**src/sv/zad_pkg.sv**
```systemverilog
`timescale 1ns / 1ps
// Shared types and constants for the z-score anomaly detector.
// No dependencies; every other file imports this package.
package zad_pkg;

  localparam int WINDOW_DEPTH_DEF = 128;
  localparam int SAMPLE_BITS_DEF  = 16;

  // multiplier digit width, bits consumed per step of the serial multiplier
  localparam int DIG_W   = 16;
  localparam int THR_W   = 16;
  localparam int HELD_W  = 8;
  // Q8.8 threshold squared carries 16 fraction bits
  localparam int FRAC_SH = 16;

  localparam logic [THR_W-1:0]   THR_DEFAULT = 16'd768;
  localparam logic [2*THR_W-1:0] T2_DEFAULT  =
    (2*THR_W)'(THR_DEFAULT) * (2*THR_W)'(THR_DEFAULT);

  typedef enum logic [3:0] {
    ST_IDLE,
    ST_ABS,
    ST_LHS,
    ST_NQ,
    ST_S2,
    ST_VAR,
    ST_RHS,
    ST_JUDGE,
    ST_UPD,
    ST_OUT
  } zad_state_e;

  typedef enum logic [1:0] {
    OP_LHS,
    OP_NQ,
    OP_S2,
    OP_RHS
  } zad_op_e;

  typedef struct packed {
    logic    accept;
    logic    load_abs;
    logic    mul_go;
    zad_op_e op;
    logic    load_var;
    logic    judge;
    logic    update;
    logic    publish;
  } zad_cmd_t;

  typedef struct packed {
    logic few;
    logic mul_busy;
    logic mul_done;
  } zad_sts_t;

endpackage

```
**src/sv/zad_ctrl.sv**
```systemverilog
`timescale 1ns / 1ps
// Controller state machine: sequences the judging steps, the ring update and the output handshake.
// Depends on zad_pkg.
module zad_ctrl (
  input  logic              clk_i,
  input  logic              rst_ni,
  input  logic              in_valid_i,
  output logic              in_ready_o,
  output logic              out_valid_o,
  input  logic              out_ready_i,
  input  zad_pkg::zad_sts_t sts_i,
  output zad_pkg::zad_cmd_t cmd_o
);
  import zad_pkg::*;

  zad_state_e state_q;
  zad_state_e state_d;
  logic       out_valid_q;
  logic       out_free;

  assign out_free = !out_valid_q || out_ready_i;

  always_comb begin
    state_d = state_q;
    case (state_q)
      ST_IDLE: begin
        if (in_valid_i) begin
          // fewer than two held: skip judging, flag stays clear
          state_d = sts_i.few ? ST_UPD : ST_ABS;
        end
      end
      ST_ABS:   state_d = ST_LHS;
      ST_LHS:   if (sts_i.mul_done) state_d = ST_NQ;
      ST_NQ:    if (sts_i.mul_done) state_d = ST_S2;
      ST_S2:    if (sts_i.mul_done) state_d = ST_VAR;
      ST_VAR:   state_d = ST_RHS;
      ST_RHS:   if (sts_i.mul_done) state_d = ST_JUDGE;
      ST_JUDGE: state_d = ST_UPD;
      ST_UPD:   state_d = ST_OUT;
      ST_OUT:   if (out_free) state_d = ST_IDLE;
      default:  state_d = ST_IDLE;
    endcase
  end

  always_comb begin
    cmd_o      = '0;
    cmd_o.op   = OP_LHS;
    in_ready_o = 1'b0;
    case (state_q)
      ST_IDLE: begin
        in_ready_o   = 1'b1;
        cmd_o.accept = in_valid_i;
      end
      ST_ABS: cmd_o.load_abs = 1'b1;
      ST_LHS: begin
        cmd_o.op     = OP_LHS;
        cmd_o.mul_go = !sts_i.mul_busy;
      end
      ST_NQ: begin
        cmd_o.op     = OP_NQ;
        cmd_o.mul_go = !sts_i.mul_busy;
      end
      ST_S2: begin
        cmd_o.op     = OP_S2;
        cmd_o.mul_go = !sts_i.mul_busy;
      end
      ST_VAR: cmd_o.load_var = 1'b1;
      ST_RHS: begin
        cmd_o.op     = OP_RHS;
        cmd_o.mul_go = !sts_i.mul_busy;
      end
      ST_JUDGE: cmd_o.judge   = 1'b1;
      ST_UPD:   cmd_o.update  = 1'b1;
      ST_OUT:   cmd_o.publish = out_free;
      default: ;
    endcase
  end

  always_ff @(posedge clk_i or negedge rst_ni) begin
    if (!rst_ni) begin
      state_q     <= ST_IDLE;
      out_valid_q <= 1'b0;
    end else begin
      state_q <= state_d;
      if (cmd_o.publish) begin
        out_valid_q <= 1'b1;
      end else if (out_ready_i) begin
        out_valid_q <= 1'b0;
      end
    end
  end

  assign out_valid_o = out_valid_q;

  a_one_item: assert property (@(posedge clk_i) disable iff (!rst_ni)
    (in_valid_i && in_ready_o) |=> !in_ready_o)
    else $error("second item taken while one is in work");

  a_mul_start: assert property (@(posedge clk_i) disable iff (!rst_ni)
    cmd_o.mul_go |-> !sts_i.mul_busy)
    else $error("multiply started while multiplier busy");

  a_hold_result: assert property (@(posedge clk_i) disable iff (!rst_ni)
    (state_q == ST_OUT && out_valid_q && !out_ready_i) |=> (state_q == ST_OUT))
    else $error("finished item left before result register freed");

endmodule

```
**config.mk**
```make
export PLATFORM = sky130hd
export DESIGN_NAME = zad_ctrl
export DESIGN_NICKNAME = d
export VERILOG_FILES = /design/src/sv/zad_pkg.sv /design/src/sv/zad_ctrl.sv
export SDC_FILE = /design/constraint.sdc
export NUM_CORES = 1
export LEC_CHECK = 0
export ABC_CLOCK_PERIOD_IN_PS = 2700
export BUFFER_PORTS_ARGS = -buffer_cell sky130_fd_sc_hd__clkbuf_2
export CAP_MARGIN = 40
export CORE_AREA = 5 5 42 44
export DETAILED_ROUTE_END_ITERATION = 7
export DIE_AREA = 0 0 47 49
export PLACE_DENSITY = 0.59
export SETUP_SLACK_MARGIN = 0.3
export SLEW_MARGIN = 0
export SYNTH_ARGS = -nofsm -noshare
export SYNTH_HDL_FRONTEND = slang
export SYNTH_SLANG_ARGS = --single-unit
```
**constraint.sdc**
```tcl
create_clock -name clk_i -period 2.7 [get_ports clk_i]
set_input_delay 0.27 -clock clk_i [delete_from_list [all_inputs] [get_ports clk_i]]
set_output_delay 0.27 -clock clk_i [all_outputs]
set_load 0.05 [all_outputs]
```
Word level (Yosys, flattened, before mapping)
Cells that the tools add are included.
{"block": "totals", "mem_bits_ro": 0, "latchBits": 0, "mem_count": 0, "reg_bits": 5, "in_bits": 7, "ramBits": 0, "word_cells": 41, "out_inout_bits": 11}
{"block": "op_classes", "n_div": 0, "muxes": 18, "n_mul": 0, "n_eq_ne": 15, "reduce_logical": 6, "bitwise_logic": 0, "n_shift": 0, "n_lt_le_gt_ge": 0, "n_addsub": 0}
{"op": "$pmux W4 S10", "n": 1}
{"op": "$mux W4", "n": 7}
{"op": "$eq A4 B3 Y1 const B", "n": 4}
{"op": "$ne A2 B2 Y1 const B", "n": 6}
{"op": "$pmux W3 S4", "n": 1}
{"op": "$mux W1", "n": 9}
{"op": "$eq A4 B2 Y1 const B", "n": 2}
{"op": "$eq A4 B4 Y1 const B", "n": 2}
{"op": "$reduce_and A6 Y1", "n": 1}
{"op": "$eq A4 B1 Y1 const B", "n": 1}
{"op": "$logic_not A4 Y1", "n": 1}
{"op": "$logic_not A1 Y1", "n": 2}
{"op": "$reduce_bool A2 Y1", "n": 1}
{"op": "$logic_or A1 B1 Y1", "n": 1}

Longest topological paths before layout
{"block": "depth", "word_depth": 4, "depth_mapped": 5, "ltp_nobuf": 4}

Least setup slack after synthesis
No wires, ideal clock.
{"block": "synth_path", "kind": "reg2out", "startpoint": "reg state_q[2]", "endpoint": "out cmd_o[6] in the netlist's numbering", "path_buffers": 1, "t_required_ps": 2430, "setup_slack_ps": -670, "path_stages_with_launch": 4, "t_arrival_ps": 3100, "path_cell_list": "dfrtp_1 buf_2 nor2_1 a2111oi_0"}
{"item": "start, declared", "line": "zad_ctrl.sv:16", "text": "zad_state_e state_q;"}
{"item": "start signal, assigned", "line": "zad_ctrl.sv:84", "text": "state_q <= state_d;"}
{"item": "end, declared", "line": "zad_ctrl.sv:12", "text": "output zad_pkg::zad_cmd_t cmd_o"}

==> metrics.txt <==
Non-Filler Instances=between 80 and 90; Total Routing Usage GR=0.0849; Worst R2R Setup Slack=roughly 910 ps; count of inserted antenna diode cells=0; count of buffers inserted at the top-level ports=17; core outline area=1400 sq um; number of nets with antenna violations after detailed routing=0; clock network latency to the later pin of the worst-skew pair=230 ps; CTS Root Buffer Type=sky130_fd_sc_hd__clkbuf_4; total CTS buffers=3; setup repair after global routing missed its margin=no; highest routed layer=met3; Top-Level Pins=18; count of final hold-check violations=0; area growth from synthesis to final layout=37.7%; Slew Viols, Final=0; Clock Sinks=5; mean routed wirelength per cell=between 10 and 15 um; Die W=47 um; PnR Total Power=0.000718 W; Register-to-Register Path Depth=4; met2 routed WL=378 um; RR Startpoint=state_q[0]; result of the run=finished clean; number of H-tree levels=1; cell internal power dissipation=0.000302 W; fraction of power consumed by combinational cells=0.599; net switching power=0.000417 W; largest voltage drop on the vdd net=approximately 540 uV; Power Density=1390 nW/um^2; final RePlAce weighted congestion=0.726; Max-cap violations=0; pre-CTS setup slack=841 ps; Worst Setup Path Type=register to output port; worst setup path endpoint=cmd_o[0]; dpl cells=76; Min-Delay Path Class=primary input to register; antenna violations before repair=0; sequential share of the synthesized area=0.333; Synthesized Nets=54; Finished Core Util=0.369; setup tns final=0 ps; number of standard-cell rows in the floorplan=14; maximum number of pins on one net before global-route repair=15; data required time of the critical path=2430 ps; Rel. slew slack=0.662; Final Cycle Share=0.785; cell count after synthesis=47; number of setup violations in the final report=0; clock-pin slew on the worst setup and hold paths=40 ps; starting utilization of the core area=0.268; die area=2300 sq um; Leakage Power=0.245 nW; met1 WL=439 um; Mapped Area=375 sq um; switching power share of the total=0.580; worst setup margin=581 ps; number of remaining DRC errors=0; most common library cell in the layout ignoring fill and taps=sky130_fd_sc_hd__clkbuf_2; total routed wirelength=922 um; highest-count cells in the layout ignoring fill and taps=17 x sky130_fd_sc_hd__clkbuf_2, 8 x sky130_fd_sc_hd__nor2_1, 5 x sky130_fd_sc_hd__dfrtp_1; routed length on met3=104 um; largest driver fanout on the critical path=13; clock network power share=0.114; wire length of the first global-routing pass=1.42 mm; min Tclk post-route=about 2100 ps; flip-flop and latch count after synthesis=5; average instance area after synthesis=about 8 sq um; fmax=0.472 GHz; global-route congestion overflow total=0; number of global-route vias before repair=337; reg2reg end=state_q[0]; DR pass1 iterations=4; net total in the final layout=73; sort of element at the end of the critical path=output port; proportion of power drawn by flip-flops and latches=0.287; number of warnings issued by yosys=0; first-iteration detailed-routing DRC count=4; filler cell count=169; final setup skew=1.08 ps; Critical Path AT=between 1500 and 2000 ps; transition time at the pin with the least slew margin=just over 500 ps; die span in y=just under 50 um; post-synthesis cell type count=23; post-CTS setup buffer count=0; half-perimeter wire length of the detailed placement result=around 700 um; CTS tree=yes; first element of the critical path=state_q[0]; Clock Tree Buf Depth=2; layout cell share with drive strength beyond 1=0.400; routed via count divided by cell count=4.80; Vias=389; critical path launch point type=register
## cells in the mapped netlist, drive strengths merged
| cell | count | area share |
|---|---|---|
| a2111oi | 1 | 0.023 |
| a21oi | 3 | 0.040 |
| a31o | 1 | 0.023 |
| and2 | 1 | 0.017 |
| buf | 3 | 0.040 |
| clkbuf | 1 | 0.010 |
| dfrtp | 5 | 0.33 |
| inv | 1 | 0.010 |
| mux2 | 1 | 0.030 |
| nand2 | 4 | 0.040 |
| nand2b | 4 | 0.067 |
| nor2 | 8 | 0.080 |
| nor2b | 1 | 0.017 |
| nor3 | 4 | 0.053 |
| nor3b | 1 | 0.020 |
| nor4 | 1 | 0.017 |
| nor4b | 1 | 0.023 |
| o21ai | 1 | 0.013 |
| o21bai | 1 | 0.020 |
| o311a | 1 | 0.027 |
| o32ai | 1 | 0.043 |
| or3b | 1 | 0.030 |
| xnor2 | 1 | 0.023 |
## worst max-delay path, stage by stage, from the launching register on
cell and delay (ps):
sky130_fd_sc_hd__dfrtp_1 620, sky130_fd_sc_hd__nand2b_1 170, sky130_fd_sc_hd__or3b_4 440, sky130_fd_sc_hd__nor2b_1 110, sky130_fd_sc_hd__clkbuf_2 280
## registers in the layout (all words and copies together) (netlist names)
signal / cells
state_q: 4
out_valid_o: 1
## power by group through the flow
stage / clock (W) / sequential [W] / combinational (W)
detailed placement: 0 / 0.000205 / 0.000434
finish: 0.0000823 / 0.000206 / 0.000430
floorplan: 0 / 0.000136 / 0.000424
CTS: 0.0000878 / 0.000204 / 0.000436
global placement: 0 / 0.000201 / 0.000433
global route: 0.0000924 / 0.000214 / 0.000467
## worst min path at each step
stage / cells past startpoint / endpoint / slack (ps) / startpoint
floorplan: 0 / out_valid_o / -30 / rst_ni
global placement: 1 / out_valid_o / 90 / rst_ni
detailed placement: 1 / out_valid_o / 90 / rst_ni
CTS: 4 / state_q[1] / 320 / sts_i[0]
global route: 4 / state_q[1] / 350 / sts_i[0]
finish: 4 / state_q[1] / 330 / sts_i[0]
## per-layer routing
layer  vias up  GRT usage
met5         -          0
met4         0     0.0691
met3         0     0.0258
met2        13      0.104
met1       175      0.116
li1        201          -
## through the flow
| step | hold WS (ps) | cell area, sq um |
|---|---|---|
| floorplan | -25.6 | 394 |
| global placement | 89.8 | 480 |
| detailed placement | 90.5 | 480 |
| CTS | 318 | 517 |
| global route | 351 | 517 |
| finish | 325 | 517 |
## timing repair
action,CTS,global route
gates resized for setup,0,0
endpoints found under the hold margin,5,0
hold buffers,1,0
## kinds of logic (layout without fill, tap and decap cells)
kind of cell | Yosys count | count (layout) | share of synthesized area
compound gates | 9 | 9 | 0.190
xor+xnor | 1 | 1 | 0.0233
simple gates | 26 | 26 | 0.363
flops | 5 | 5 | 0.333
buf+inv | 5 | 23 | 0.0600
mux | 1 | 1 | 0.0300
## final cells by class
cell class	instances	area (sq um)	share of cell area
Tap cell	16	20.0	0.0387
Timing Repair Buffer	18	95.1	0.184
Inverter	1	3.75	0.00726
Multi-Input combinational cell	37	246	0.477
Clock buffer	4	26.3	0.0508
Sequential cell	5	125	0.242
Power figures use the tool's default switching activity.
